### src/hw/rtl/assert_macros.svh
// Assertion helpers shared by the RTL modules.
`ifndef ASSERT_MACROS_SVH
`define ASSERT_MACROS_SVH

// Property checked on every clock edge outside reset.
`define SRSW_ASSERT(lbl, clk, rst, prop) \
   lbl: assert property (@(posedge clk) disable iff (rst) (prop)) \
      else $error("assertion failed");

// Antecedent in one cycle implies consequent in the next.
`define SRSW_ASSERT_NEXT(lbl, clk, rst, ante, cons) \
   lbl: assert property (@(posedge clk) disable iff (rst) (ante) |=> (cons)) \
      else $error("assertion failed");

`endif

### src/hw/rtl/srsw_pkg.sv
// ----------------------------------------------------------------------------
// srsw_pkg
// Types, constants and helpers of the selective-repeat sender window unit.
// ----------------------------------------------------------------------------
`timescale 1ns / 1ps

package srsw_pkg;

   // window geometry
   localparam int WIN_DEPTH = 16;
   localparam int IDX_W     = (WIN_DEPTH > 1) ? $clog2(WIN_DEPTH) : 1;
   localparam int CNT_W     = $clog2(WIN_DEPTH + 1);
   localparam int WL_W      = 5;
   localparam int LIM_W     = (CNT_W > WL_W) ? CNT_W : WL_W;

   // field widths
   localparam int SEQ_W  = 32;
   localparam int TO_W   = 16;
   localparam int OP_W   = 2;
   localparam int KIND_W = 3;

   // configuration
   localparam logic [TO_W-1:0] TIMEOUT_RESET = TO_W'(100);
   localparam logic [WL_W-1:0] WLIMIT_RESET  = WL_W'(8);
   localparam logic            CSR_TIMEOUT   = 1'b0;
   localparam logic            CSR_WLIMIT    = 1'b1;

   // opcodes
   localparam logic [OP_W-1:0] OP_TICK = 2'd0;
   localparam logic [OP_W-1:0] OP_ACK  = 2'd1;
   localparam logic [OP_W-1:0] OP_SEND = 2'd2;

   // result kinds
   localparam logic [KIND_W-1:0] KIND_NEW     = 3'd0;
   localparam logic [KIND_W-1:0] KIND_TIMEOUT = 3'd1;
   localparam logic [KIND_W-1:0] KIND_NACK    = 3'd2;
   localparam logic [KIND_W-1:0] KIND_REFUSED = 3'd3;
   localparam logic [KIND_W-1:0] KIND_DONE    = 3'd4;

   // command queue
   localparam int Q_DEPTH = 2;
   localparam int QP_W    = (Q_DEPTH > 1) ? $clog2(Q_DEPTH) : 1;
   localparam int QC_W    = $clog2(Q_DEPTH + 1);

   typedef enum logic [1:0] {
      CLS_TICK,
      CLS_ACK,
      CLS_SEND,
      CLS_NONE
   } cls_type;

   typedef struct packed {
      cls_type              cls;
      logic [SEQ_W-1:0]     ack_seqno;
      logic [SEQ_W-1:0]     ack_next_expected;
      logic                 final_segment;
   } item_type;

   typedef struct packed {
      logic     valid;
      item_type item;
   } queue_type;

   typedef struct packed {
      logic [TO_W-1:0] timeout_ticks;
      logic [WL_W-1:0] window_limit;
   } csr_type;

   typedef enum logic [2:0] {
      BK_IDLE,
      BK_SCAN,
      BK_RETIRE,
      BK_NACK,
      BK_REFUSE,
      BK_FIN,
      BK_FLUSH
   } back_state_type;

   // ring slot at offset from head, modulo the window depth
   function automatic logic [IDX_W-1:0] slot_idx(input logic [IDX_W-1:0] head,
                                                 input logic [CNT_W-1:0] off);
      logic [CNT_W:0] s;
      s = (CNT_W+1)'(head) + (CNT_W+1)'(off);
      if (s >= (CNT_W+1)'(WIN_DEPTH)) begin
         s = s - (CNT_W+1)'(WIN_DEPTH);
      end
      return s[IDX_W-1:0];
   endfunction

endpackage

### src/hw/rtl/selective_repeat_sender_window_unit.sv
// ----------------------------------------------------------------------------
// selective_repeat_sender_window_unit
// Sender window of a selective-repeat transfer: sends, acks and timeouts.
// ----------------------------------------------------------------------------
// Usage:
//   Command channel: a transaction is taken when start is high and busy is
//   low. req_op selects tick, acknowledgement or send request.
//   Result channel: each result is shown for one cycle with rsp_valid high;
//   rsp_last marks the final result of a command. The receiver cannot stall.
//   CSR port: csr_we writes timeout (index 0) or window limit (index 1);
//   write only while the unit is idle.
// Timing:
//   A two-entry queue takes commands while the back end works.
//   Ack, unknown op and plain send: FIN, then FLUSH; an in-range ack passes
//   RETIRE first. Refused send: RETIRE, NACK, REFUSE, FIN, FLUSH.
//   Tick: timeout scan, one ring entry per cycle (none if empty), FIN, FLUSH.
//   A result is held pending and leaves when the next is generated or in FLUSH.
// Reset:
//   Synchronous; empties the window and queue and restores CSR defaults.
// ----------------------------------------------------------------------------
`timescale 1ns / 1ps

module selective_repeat_sender_window_unit (
   input  logic                          clock,
   input  logic                          reset,
   input  logic                          start,
   output logic                          busy,
   input  logic [srsw_pkg::OP_W-1:0]     req_op,
   input  logic [srsw_pkg::SEQ_W-1:0]    req_ack_seqno,
   input  logic [srsw_pkg::SEQ_W-1:0]    req_ack_next_expected,
   input  logic                          req_final_segment,
   output logic                          rsp_valid,
   output logic [srsw_pkg::KIND_W-1:0]   rsp_kind,
   output logic [srsw_pkg::SEQ_W-1:0]    rsp_seqno,
   output logic                          rsp_last,
   input  logic                          csr_we,
   input  logic                          csr_index,
   input  logic [srsw_pkg::TO_W-1:0]     csr_wdata
);

   srsw_pkg::queue_type q;
   logic                q_pop;

   // command front end
   srsw_front u_front (
      .clock                 (clock),
      .reset                 (reset),
      .start                 (start),
      .busy                  (busy),
      .req_op                (req_op),
      .req_ack_seqno         (req_ack_seqno),
      .req_ack_next_expected (req_ack_next_expected),
      .req_final_segment     (req_final_segment),
      .q_out                 (q),
      .q_pop                 (q_pop)
   );

   // window back end
   srsw_back u_back (
      .clock     (clock),
      .reset     (reset),
      .q_in      (q),
      .q_pop     (q_pop),
      .csr_we    (csr_we),
      .csr_index (csr_index),
      .csr_wdata (csr_wdata),
      .rsp_valid (rsp_valid),
      .rsp_kind  (rsp_kind),
      .rsp_seqno (rsp_seqno),
      .rsp_last  (rsp_last)
   );

endmodule

### src/hw/rtl/srsw_front.sv
// ----------------------------------------------------------------------------
// srsw_front
// Accepts commands, decodes the opcode and buffers them in a short queue.
// ----------------------------------------------------------------------------
`timescale 1ns / 1ps
`include "assert_macros.svh"

module srsw_front (
   input  logic                        clock,
   input  logic                        reset,
   input  logic                        start,
   output logic                        busy,
   input  logic [srsw_pkg::OP_W-1:0]   req_op,
   input  logic [srsw_pkg::SEQ_W-1:0]  req_ack_seqno,
   input  logic [srsw_pkg::SEQ_W-1:0]  req_ack_next_expected,
   input  logic                        req_final_segment,
   output srsw_pkg::queue_type         q_out,
   input  logic                        q_pop
);

   srsw_pkg::item_type            mem_ff [srsw_pkg::Q_DEPTH];
   logic [srsw_pkg::QP_W-1:0]     wr_ptr_ff, wr_ptr_in;
   logic [srsw_pkg::QP_W-1:0]     rd_ptr_ff, rd_ptr_in;
   logic [srsw_pkg::QC_W-1:0]     cnt_ff, cnt_in;
   srsw_pkg::item_type            dec_item;
   logic                          push;

   // opcode classification
   always_comb begin
      dec_item.ack_seqno         = req_ack_seqno;
      dec_item.ack_next_expected = req_ack_next_expected;
      dec_item.final_segment     = req_final_segment;
      unique case (req_op)
         srsw_pkg::OP_TICK: dec_item.cls = srsw_pkg::CLS_TICK;
         srsw_pkg::OP_ACK:  dec_item.cls = srsw_pkg::CLS_ACK;
         srsw_pkg::OP_SEND: dec_item.cls = srsw_pkg::CLS_SEND;
         default:           dec_item.cls = srsw_pkg::CLS_NONE;
      endcase
   end

   assign busy  = (cnt_ff == srsw_pkg::QC_W'(srsw_pkg::Q_DEPTH));
   assign push  = start && !busy;
   assign q_out.valid = (cnt_ff != '0);
   assign q_out.item  = mem_ff[rd_ptr_ff];

   // queue pointers
   always_comb begin
      wr_ptr_in = wr_ptr_ff;
      rd_ptr_in = rd_ptr_ff;
      cnt_in    = cnt_ff;
      if (push) begin
         wr_ptr_in = (wr_ptr_ff == srsw_pkg::QP_W'(srsw_pkg::Q_DEPTH - 1)) ? '0
                     : wr_ptr_ff + 1'b1;
      end
      if (q_pop) begin
         rd_ptr_in = (rd_ptr_ff == srsw_pkg::QP_W'(srsw_pkg::Q_DEPTH - 1)) ? '0
                     : rd_ptr_ff + 1'b1;
      end
      if (push && !q_pop) begin
         cnt_in = cnt_ff + 1'b1;
      end else if (!push && q_pop) begin
         cnt_in = cnt_ff - 1'b1;
      end
   end

   always_ff @(posedge clock) begin
      if (reset) begin
         wr_ptr_ff <= '0;
         rd_ptr_ff <= '0;
         cnt_ff    <= '0;
      end else begin
         wr_ptr_ff <= wr_ptr_in;
         rd_ptr_ff <= rd_ptr_in;
         cnt_ff    <= cnt_in;
      end
   end

   // queue storage
   always_ff @(posedge clock) begin
      if (push) begin
         mem_ff[wr_ptr_ff] <= dec_item;
      end
   end

   `SRSW_ASSERT_NEXT(a_push_visible, clock, reset, push, q_out.valid)
   `SRSW_ASSERT(a_pop_nonempty, clock, reset, q_pop |-> q_out.valid)
   `SRSW_ASSERT(a_cnt_bound, clock, reset, cnt_ff <= srsw_pkg::QC_W'(srsw_pkg::Q_DEPTH))

endmodule

### src/hw/rtl/srsw_back.sv
// ----------------------------------------------------------------------------
// srsw_back
// Window state, timeout scan, ack handling and result sequencing.
// ----------------------------------------------------------------------------
`timescale 1ns / 1ps
`include "assert_macros.svh"

module srsw_back (
   input  logic                          clock,
   input  logic                          reset,
   input  srsw_pkg::queue_type           q_in,
   output logic                          q_pop,
   input  logic                          csr_we,
   input  logic                          csr_index,
   input  logic [srsw_pkg::TO_W-1:0]     csr_wdata,
   output logic                          rsp_valid,
   output logic [srsw_pkg::KIND_W-1:0]   rsp_kind,
   output logic [srsw_pkg::SEQ_W-1:0]    rsp_seqno,
   output logic                          rsp_last
);

   localparam int SEQ_W = srsw_pkg::SEQ_W;
   localparam int CNT_W = srsw_pkg::CNT_W;
   localparam int IDX_W = srsw_pkg::IDX_W;
   localparam int LIM_W = srsw_pkg::LIM_W;

   srsw_pkg::back_state_type state_ff, state_in;
   srsw_pkg::cls_type        cls_ff, cls_in;
   srsw_pkg::csr_type        csr_ff;

   // window entries
   logic             acked_ff [srsw_pkg::WIN_DEPTH];
   logic [SEQ_W-1:0] sent_ff  [srsw_pkg::WIN_DEPTH];
   logic             ack_we;
   logic [IDX_W-1:0] ack_wa;
   logic             ack_wd;
   logic             sent_we;
   logic [IDX_W-1:0] sent_wa;

   // scalar state
   logic [SEQ_W-1:0] front_ff, front_in;
   logic [CNT_W-1:0] count_ff, count_in;
   logic [IDX_W-1:0] head_ff, head_in;
   logic [SEQ_W-1:0] next_seq_ff, next_seq_in;
   logic [SEQ_W-1:0] next_exp_ff, next_exp_in;
   logic             nack_ff, nack_in;
   logic             fsent_ff, fsent_in;
   logic             done_ff, done_in;
   logic [SEQ_W-1:0] time_ff, time_in;
   logic [CNT_W-1:0] scan_ff, scan_in;

   // pending result register
   logic                        pend_v_ff, pend_v_in;
   logic [srsw_pkg::KIND_W-1:0] pend_k_ff, pend_k_in;
   logic [SEQ_W-1:0]            pend_s_ff, pend_s_in;

   logic                        gen_v;
   logic [srsw_pkg::KIND_W-1:0] gen_k;
   logic [SEQ_W-1:0]            gen_s;

   // decode helpers
   logic [LIM_W-1:0] lim;
   logic             full;
   logic [SEQ_W-1:0] ack_d;
   logic             ack_in_range;
   logic [IDX_W-1:0] scan_slot;
   logic [SEQ_W-1:0] age;
   logic [SEQ_W-1:0] ret_n;
   logic [CNT_W-1:0] ret_k;
   logic             scan_last;

   assign lim  = (csr_ff.window_limit > LIM_W'(srsw_pkg::WIN_DEPTH))
                 ? LIM_W'(srsw_pkg::WIN_DEPTH) : LIM_W'(csr_ff.window_limit);
   assign full = (LIM_W'(count_ff) >= lim);
   assign ack_d = q_in.item.ack_seqno - front_ff;
   assign ack_in_range = (count_ff != '0) && (q_in.item.ack_seqno >= front_ff)
                         && (ack_d < SEQ_W'(count_ff));
   assign scan_slot = srsw_pkg::slot_idx(head_ff, scan_ff);
   assign age       = time_ff - sent_ff[scan_slot];
   assign ret_n     = next_exp_ff - front_ff;
   assign ret_k     = ((count_ff == '0) || (next_exp_ff <= front_ff)) ? '0
                      : ((ret_n >= SEQ_W'(count_ff)) ? count_ff : ret_n[CNT_W-1:0]);
   assign scan_last = (scan_ff + 1'b1 >= count_ff);
   assign q_pop     = (state_ff == srsw_pkg::BK_IDLE) && q_in.valid;

   // next state
   always_comb begin
      state_in = state_ff;
      unique case (state_ff)
         srsw_pkg::BK_IDLE: begin
            if (q_in.valid) begin
               unique case (q_in.item.cls)
                  srsw_pkg::CLS_TICK:
                     state_in = (count_ff == '0) ? srsw_pkg::BK_FIN : srsw_pkg::BK_SCAN;
                  srsw_pkg::CLS_ACK:
                     state_in = ack_in_range ? srsw_pkg::BK_RETIRE : srsw_pkg::BK_FIN;
                  srsw_pkg::CLS_SEND:
                     state_in = full ? srsw_pkg::BK_RETIRE : srsw_pkg::BK_FIN;
                  default:
                     state_in = srsw_pkg::BK_FIN;
               endcase
            end
         end
         srsw_pkg::BK_SCAN:   state_in = scan_last ? srsw_pkg::BK_FIN : srsw_pkg::BK_SCAN;
         srsw_pkg::BK_RETIRE: state_in = (cls_ff == srsw_pkg::CLS_SEND) ? srsw_pkg::BK_NACK
                                         : srsw_pkg::BK_FIN;
         srsw_pkg::BK_NACK:   state_in = srsw_pkg::BK_REFUSE;
         srsw_pkg::BK_REFUSE: state_in = srsw_pkg::BK_FIN;
         srsw_pkg::BK_FIN:    state_in = srsw_pkg::BK_FLUSH;
         srsw_pkg::BK_FLUSH:  state_in = srsw_pkg::BK_IDLE;
         default:             state_in = srsw_pkg::BK_IDLE;
      endcase
   end

   // datapath and result generation
   always_comb begin
      front_in    = front_ff;
      count_in    = count_ff;
      head_in     = head_ff;
      next_seq_in = next_seq_ff;
      next_exp_in = next_exp_ff;
      nack_in     = nack_ff;
      fsent_in    = fsent_ff;
      done_in     = done_ff;
      time_in     = time_ff;
      scan_in     = scan_ff;
      cls_in      = cls_ff;
      ack_we      = 1'b0;
      ack_wa      = head_ff;
      ack_wd      = 1'b0;
      sent_we     = 1'b0;
      sent_wa     = head_ff;
      gen_v       = 1'b0;
      gen_k       = srsw_pkg::KIND_NEW;
      gen_s       = next_seq_ff;
      unique case (state_ff)
         srsw_pkg::BK_IDLE: begin
            if (q_in.valid) begin
               cls_in = q_in.item.cls;
               unique case (q_in.item.cls)
                  srsw_pkg::CLS_TICK: begin
                     time_in = time_ff + 1'b1;
                     scan_in = '0;
                  end
                  srsw_pkg::CLS_ACK: begin
                     if (ack_in_range) begin
                        ack_we = 1'b1;
                        ack_wa = srsw_pkg::slot_idx(head_ff, ack_d[CNT_W-1:0]);
                        ack_wd = 1'b1;
                        if (q_in.item.ack_next_expected > next_exp_ff) begin
                           next_exp_in = q_in.item.ack_next_expected;
                           nack_in     = 1'b0;
                        end
                     end
                  end
                  srsw_pkg::CLS_SEND: begin
                     if (!full && !fsent_ff) begin
                        ack_we      = 1'b1;
                        ack_wa      = srsw_pkg::slot_idx(head_ff, count_ff);
                        ack_wd      = 1'b0;
                        sent_we     = 1'b1;
                        sent_wa     = srsw_pkg::slot_idx(head_ff, count_ff);
                        next_seq_in = next_seq_ff + 1'b1;
                        count_in    = count_ff + 1'b1;
                        if (count_ff == '0) begin
                           front_in = next_seq_ff;
                        end
                        if (q_in.item.final_segment) begin
                           fsent_in = 1'b1;
                        end
                        gen_v = 1'b1;
                        gen_k = srsw_pkg::KIND_NEW;
                        gen_s = next_seq_ff;
                     end
                  end
                  default: ;
               endcase
            end
         end
         srsw_pkg::BK_SCAN: begin
            scan_in = scan_ff + 1'b1;
            if (!acked_ff[scan_slot] && (age > SEQ_W'(csr_ff.timeout_ticks))) begin
               sent_we = 1'b1;
               sent_wa = scan_slot;
               gen_v   = 1'b1;
               gen_k   = srsw_pkg::KIND_TIMEOUT;
               gen_s   = front_ff + SEQ_W'(scan_ff);
            end
         end
         srsw_pkg::BK_RETIRE: begin
            // pop front entries that lie below next expected
            head_in  = srsw_pkg::slot_idx(head_ff, ret_k);
            front_in = front_ff + SEQ_W'(ret_k);
            count_in = count_ff - ret_k;
         end
         srsw_pkg::BK_NACK: begin
            if ((count_ff != '0) && !nack_ff) begin
               sent_we = 1'b1;
               sent_wa = head_ff;
               nack_in = 1'b1;
               gen_v   = 1'b1;
               gen_k   = srsw_pkg::KIND_NACK;
               gen_s   = front_ff;
            end
         end
         srsw_pkg::BK_REFUSE: begin
            gen_v = 1'b1;
            gen_k = srsw_pkg::KIND_REFUSED;
            gen_s = next_seq_ff;
         end
         srsw_pkg::BK_FIN: begin
            if (fsent_ff && (count_ff == '0) && !done_ff) begin
               done_in = 1'b1;
               gen_v   = 1'b1;
               gen_k   = srsw_pkg::KIND_DONE;
               gen_s   = next_seq_ff;
            end
         end
         default: ;
      endcase
   end

   // pending register: a result leaves once the next one is known, or in FLUSH
   always_comb begin
      pend_v_in = pend_v_ff;
      pend_k_in = pend_k_ff;
      pend_s_in = pend_s_ff;
      if (state_ff == srsw_pkg::BK_FLUSH) begin
         pend_v_in = 1'b0;
      end else if (gen_v) begin
         pend_v_in = 1'b1;
         pend_k_in = gen_k;
         pend_s_in = gen_s;
      end
   end

   // result outputs
   always_comb begin
      rsp_valid = pend_v_ff && (gen_v || (state_ff == srsw_pkg::BK_FLUSH));
      rsp_kind  = pend_k_ff;
      rsp_seqno = pend_s_ff;
      rsp_last  = rsp_valid && (state_ff == srsw_pkg::BK_FLUSH);
   end

   // control registers
   always_ff @(posedge clock) begin
      if (reset) begin
         state_ff    <= srsw_pkg::BK_IDLE;
         cls_ff      <= srsw_pkg::CLS_NONE;
         front_ff    <= '0;
         count_ff    <= '0;
         head_ff     <= '0;
         next_seq_ff <= '0;
         next_exp_ff <= '0;
         nack_ff     <= 1'b0;
         fsent_ff    <= 1'b0;
         done_ff     <= 1'b0;
         time_ff     <= '0;
         scan_ff     <= '0;
         pend_v_ff   <= 1'b0;
      end else begin
         state_ff    <= state_in;
         cls_ff      <= cls_in;
         front_ff    <= front_in;
         count_ff    <= count_in;
         head_ff     <= head_in;
         next_seq_ff <= next_seq_in;
         next_exp_ff <= next_exp_in;
         nack_ff     <= nack_in;
         fsent_ff    <= fsent_in;
         done_ff     <= done_in;
         time_ff     <= time_in;
         scan_ff     <= scan_in;
         pend_v_ff   <= pend_v_in;
      end
   end

   // configuration registers
   always_ff @(posedge clock) begin
      if (reset) begin
         csr_ff.timeout_ticks <= srsw_pkg::TIMEOUT_RESET;
         csr_ff.window_limit  <= srsw_pkg::WLIMIT_RESET;
      end else if (csr_we) begin
         unique case (csr_index)
            srsw_pkg::CSR_TIMEOUT: csr_ff.timeout_ticks <= csr_wdata;
            srsw_pkg::CSR_WLIMIT:  csr_ff.window_limit  <= csr_wdata[srsw_pkg::WL_W-1:0];
            default: ;
         endcase
      end
   end

   // payload registers
   always_ff @(posedge clock) begin
      pend_k_ff <= pend_k_in;
      pend_s_ff <= pend_s_in;
      if (ack_we) begin
         acked_ff[ack_wa] <= ack_wd;
      end
      if (sent_we) begin
         sent_ff[sent_wa] <= time_ff;
      end
   end

   `SRSW_ASSERT(a_count_bound, clock, reset, count_ff <= CNT_W'(srsw_pkg::WIN_DEPTH))
   `SRSW_ASSERT(a_idle_quiet, clock, reset, (state_ff == srsw_pkg::BK_IDLE) |-> !pend_v_ff)
   `SRSW_ASSERT_NEXT(a_flush_idle, clock, reset, state_ff == srsw_pkg::BK_FLUSH,
                     state_ff == srsw_pkg::BK_IDLE && !pend_v_ff)

endmodule
### config.mk
export PLATFORM = sky130hd
export DESIGN_NAME = selective_repeat_sender_window_unit
export DESIGN_NICKNAME = d
export VERILOG_FILES = /design/src/hw/rtl/srsw_pkg.sv /design/src/hw/rtl/selective_repeat_sender_window_unit.sv /design/src/hw/rtl/srsw_front.sv /design/src/hw/rtl/srsw_back.sv
export VERILOG_INCLUDE_DIRS = /design/src /design/src/hw/rtl
export SDC_FILE = /design/constraint.sdc
export NUM_CORES = 1
export LEC_CHECK = 0
export ABC_AREA = 1
export BUFFER_PORTS_ARGS = -buffer_cell sky130_fd_sc_hd__clkbuf_2
export CORE_UTILIZATION = 65
export CTS_CLUSTER_SIZE = 24
export DETAILED_ROUTE_END_ITERATION = 8
export PLACE_DENSITY_LB_ADDON = 0.2
export SETUP_SLACK_MARGIN = 0.5
export SLEW_MARGIN = 20
export SYNTH_ARGS = -nofsm -noshare
export SYNTH_HDL_FRONTEND = slang
export SYNTH_SLANG_ARGS = --single-unit
### constraint.sdc
create_clock -name clock -period 15.3 [get_ports clock]
set_input_delay 0.765 -clock clock [delete_from_list [all_inputs] [get_ports clock]]
set_output_delay 0.765 -clock clock [all_outputs]
set_load 0.005 [all_outputs]
==> run_results.csv <==
group,metric,value,unit
clock_network,hold_buffers,0,
drt,ant_nets,0,
critical_path,cp_slowest_stage_delay,960,ps
clock_network,cts-resized-gates,0,
synthesis,synth-edff-count,697,
drt,first_pass_iters,6,
global_routing,antenna_found_initial,1,
place,dpl_worst_slack,6170,ps
sta,whs,287,ps
die,coreArea,71400,µm²
critical_path,setup.worst_path.class,"flop to primary output",
synthesis,synth_seq_cells,874,
synthesis,syn-num-nets,5534,
drt,drt-total-wl,135000,µm
sta,tightest_slew,1230,ps
drt,vias_per_cell,6.15,
sta,grt_setup_unrepaired,"no",
outcome,status,"completed",
global_routing,grt_max_degree,99,
die,rows,98,
critical_path,start_kind,"flop",
sta,relSlewSlack,17.6,%
synthesis,synth_warnings,0,
synthesis,ys_types,65,
place,place_hpwl,91500,µm
layout,drive_above_1_share,8.57,%
pwr,power.density,171,nW/µm²
synthesis,yosys.area.top_type,"edfxtp_1",
die,ioPinCount,126,
layout,fillers,5359,
synthesis,ys_top_cells_by_area,"edfxtp_1, nand2_1, dfxtp_1, ha_1, inv_1",
clock_network,cts_buffer_depth,3,
clock_network,cts_tree,"built",
clock_network,post-cts-setup-buffers,0,
layout,fin_cells,6353,
place,dp.cells,6184,
critical_path,cp_common_cell,"nand2_1",
global_routing,grt_pass1_wl,206000,µm
layout,area_delta_synth_final,10.4,%
sta,post-route-min-period,9720,ps
global_routing,grt_overflow,0,
layout,final_nets,5624,
global_routing,grt_pass1_vias,37200,
min_path,hp-class,"input port to flop",
place,gp_congestion,0.989,
drt,vias,39100,
pwr,p_leak,20.3,nW
sta,maxSlewViolCount,0,
sta,timing.final.crit_share,63.6,%
layout,antennaDiodeCount,0,
synthesis,yosys-top-cells-count,"nand2_1, edfxtp_1, inv_1",
sta,fin_worst_skew,41.2,ps
die,fp.dieW,270,µm
synthesis,synth_cells,5240,
die,die_h,270,µm
critical_path,cp_max_fo,98,
die,initial_utilization,65.6,%
layout,regArea,24500,µm²
clock_network,clkLatencyLatePin,680,ps
pwr,p_total,8.82,mW
synthesis,syn_area,46800,µm²
sta,final.setup.tns,0,ps
synthesis,yosysTopAreaCellShare,44.7,%
critical_path,slowest_stage,"ha_4",
critical_path,cp.required,14530,ps
critical_path,critPathArrivalTime,8960,ps
drt,wl_per_cell,21.2,µm
clock_network,numCtsBuffers,89,
critical_path,end_kind,"primary output",
drt,drc_errors,0,
layout,multi_input_area,19500,µm²
global_routing,track_usage,36.4,%
drt,drtIter0Drc,4337,
clock_network,cts-root-buf,"clkbuf_16",
clock_network,ctsHtreeMaxLevel,3,
synthesis,yosysSeqAreaShare,52.2,%
synthesis,yosys_most_used_dff,"edfxtp_1",
synthesis,synth.avg_cell_area,8.94,µm²
clock_network,clk_pin_slew,60,ps
synthesis,async_reset_ff_share,0,%
clock_network,cts_sinks,874,
die,dieArea,73100,µm²
sta,worst_slack,5580,ps
synthesis,yosysMostFrequentCell,"nand2_1",
job,drv_cap,0,
sta,hold_viol,0,
sta,setup_viol,0,
pwr,peakVddDrop,0.167,mV
place,port-buffer-count,125,
sta,max_clock_freq,0.103,GHz
## routing by layer
| layer | up-vias | track usage, % | wire [µm] |
|---|---|---|---|
| li1 | 18300 | - | - |
| met3 | 484 | 4.61 | 10300 |
| met5 | - | 0 | 0 |
| met2 | 2066 | 60.6 | 63500 |
| met4 | 0 | 26.1 | 11000 |
| met1 | 18200 | 43.8 | 49900 |
## through the flow
| stage | cell area (µm²) | util (%) |
|---|---|---|
| after floorplan | 46800 | - |
| after global placement | 48500 | 67.9 |
| after detailed placement | 48500 | 67.9 |
| after CTS | 51600 | 72.2 |
| after global routing | 51700 | 72.4 |
| final | 51700 | 72.4 |
## layout make-up
| cell class | instances | area share (%) |
|---|---|---|
| clock buffers | 116 | 4.72 |
| multi-input cells | 3587 | 37.8 |
| flip-flops and latches | 874 | 47.4 |
| well taps | 950 | 2.30 |
| inverters | 594 | 4.33 |
| repair buffers | 184 | 2.29 |
| clock inverters | 48 | 1.22 |
## critical path: cells and delay by family (launching register included)
| family | cells | cell delay (ps) |
|---|---|---|
| buf+inv | 6 | 2270 |
| simple gates | 15 | 2310 |
| compound gates | 7 | 1280 |
| xor+xnor | 1 | 170 |
| flops | 1 | 410 |
| fa+ha+maj | 3 | 1660 |
## kinds of logic after synthesis
group / synth area share [%]
multiplexers: 1.54
buffers and inverters: 6.43
flip-flops: 52.2
adder cells (fa/ha/maj): 5.66
XOR/XNOR: 1.81
AO/OA/AOI/OAI: 13.3
AND/OR/NAND/NOR: 19.0
## sequential cells by signal (all words and copies together) (netlist names), 3 cells and up, named ones only
name,flops
u_back.acked_ff,16
u_back.count_ff,5
u_back.csr_ff,21
u_back.front_ff,32
u_back.head_ff,4
u_back.next_exp_ff,32
u_back.next_seq_ff,32
u_back.rsp_kind,3
u_back.rsp_seqno,32
u_back.scan_ff,5
u_back.sent_ff,512
u_back.state_ff,3
u_back.time_ff,32
u_front.mem_ff,134
## placed cells by master, fill, tap and decap left out, types with 16 or more instances in the layout
| master | synthesis | final |
|---|---|---|
| inv_1 | 574 | 571 |
| nand3_1 | 225 | 225 |
| o21ai_1 | 35 | 35 |
| clkbuf_1 | 148 | 17 |
| nor2_1 | 557 | 537 |
| o221ai_1 | 86 | 86 |
| nor4_1 | 19 | 19 |
| nand2_1 | 1103 | 1102 |
| o21ai_0 | 415 | 415 |
| dfxtp_1 | 177 | 176 |
| nor3_1 | 71 | 71 |
| a21oi_1 | 376 | 376 |
| ha_1 | 196 | 195 |
| nor2_4 | 4 | 23 |
| nand2_2 | 16 | 16 |
| mux2_2 | 31 | 31 |
| clkbuf_16 | 0 | 90 |
| clkbuf_2 | 0 | 125 |
| a221oi_1 | 29 | 29 |
| o22ai_1 | 46 | 46 |
| buf_4 | 2 | 52 |
| a31oi_1 | 35 | 35 |
| mux2i_1 | 37 | 37 |
| xor2_1 | 81 | 81 |
| edfxtp_1 | 697 | 697 |
| nand4_1 | 67 | 67 |
| nor2_2 | 16 | 17 |
## power by group
part	total [mW]	internal (mW)	switching, mW
clock network	2.26	1.29	0.965
logic	3.66	1.13	2.52
registers	2.91	2.79	0.119
## path summary, 6_finish.rpt
kind | depth (start not counted) | slack, ps | end | start
setup reg to reg | 31 | 6070 | u_back.sent_ff[8][17]$_DFFE_PP_ | u_back.head_ff[0]$_SDFFE_PP0P_
hold reg to reg | 2 | 460 | u_back.csr_ff[0]$_SDFFE_PP0P_ | u_back.csr_ff[0]$_SDFFE_PP0P_
hold / removal | 1 | 290 | u_front.mem_ff[0][62]$_DFFE_PP_ | req_ack_seqno[29]
setup / recovery | 32 | 5580 | rsp_valid | u_back.head_ff[0]$_SDFFE_PP0P_
(Power assumes the default switching activity.)
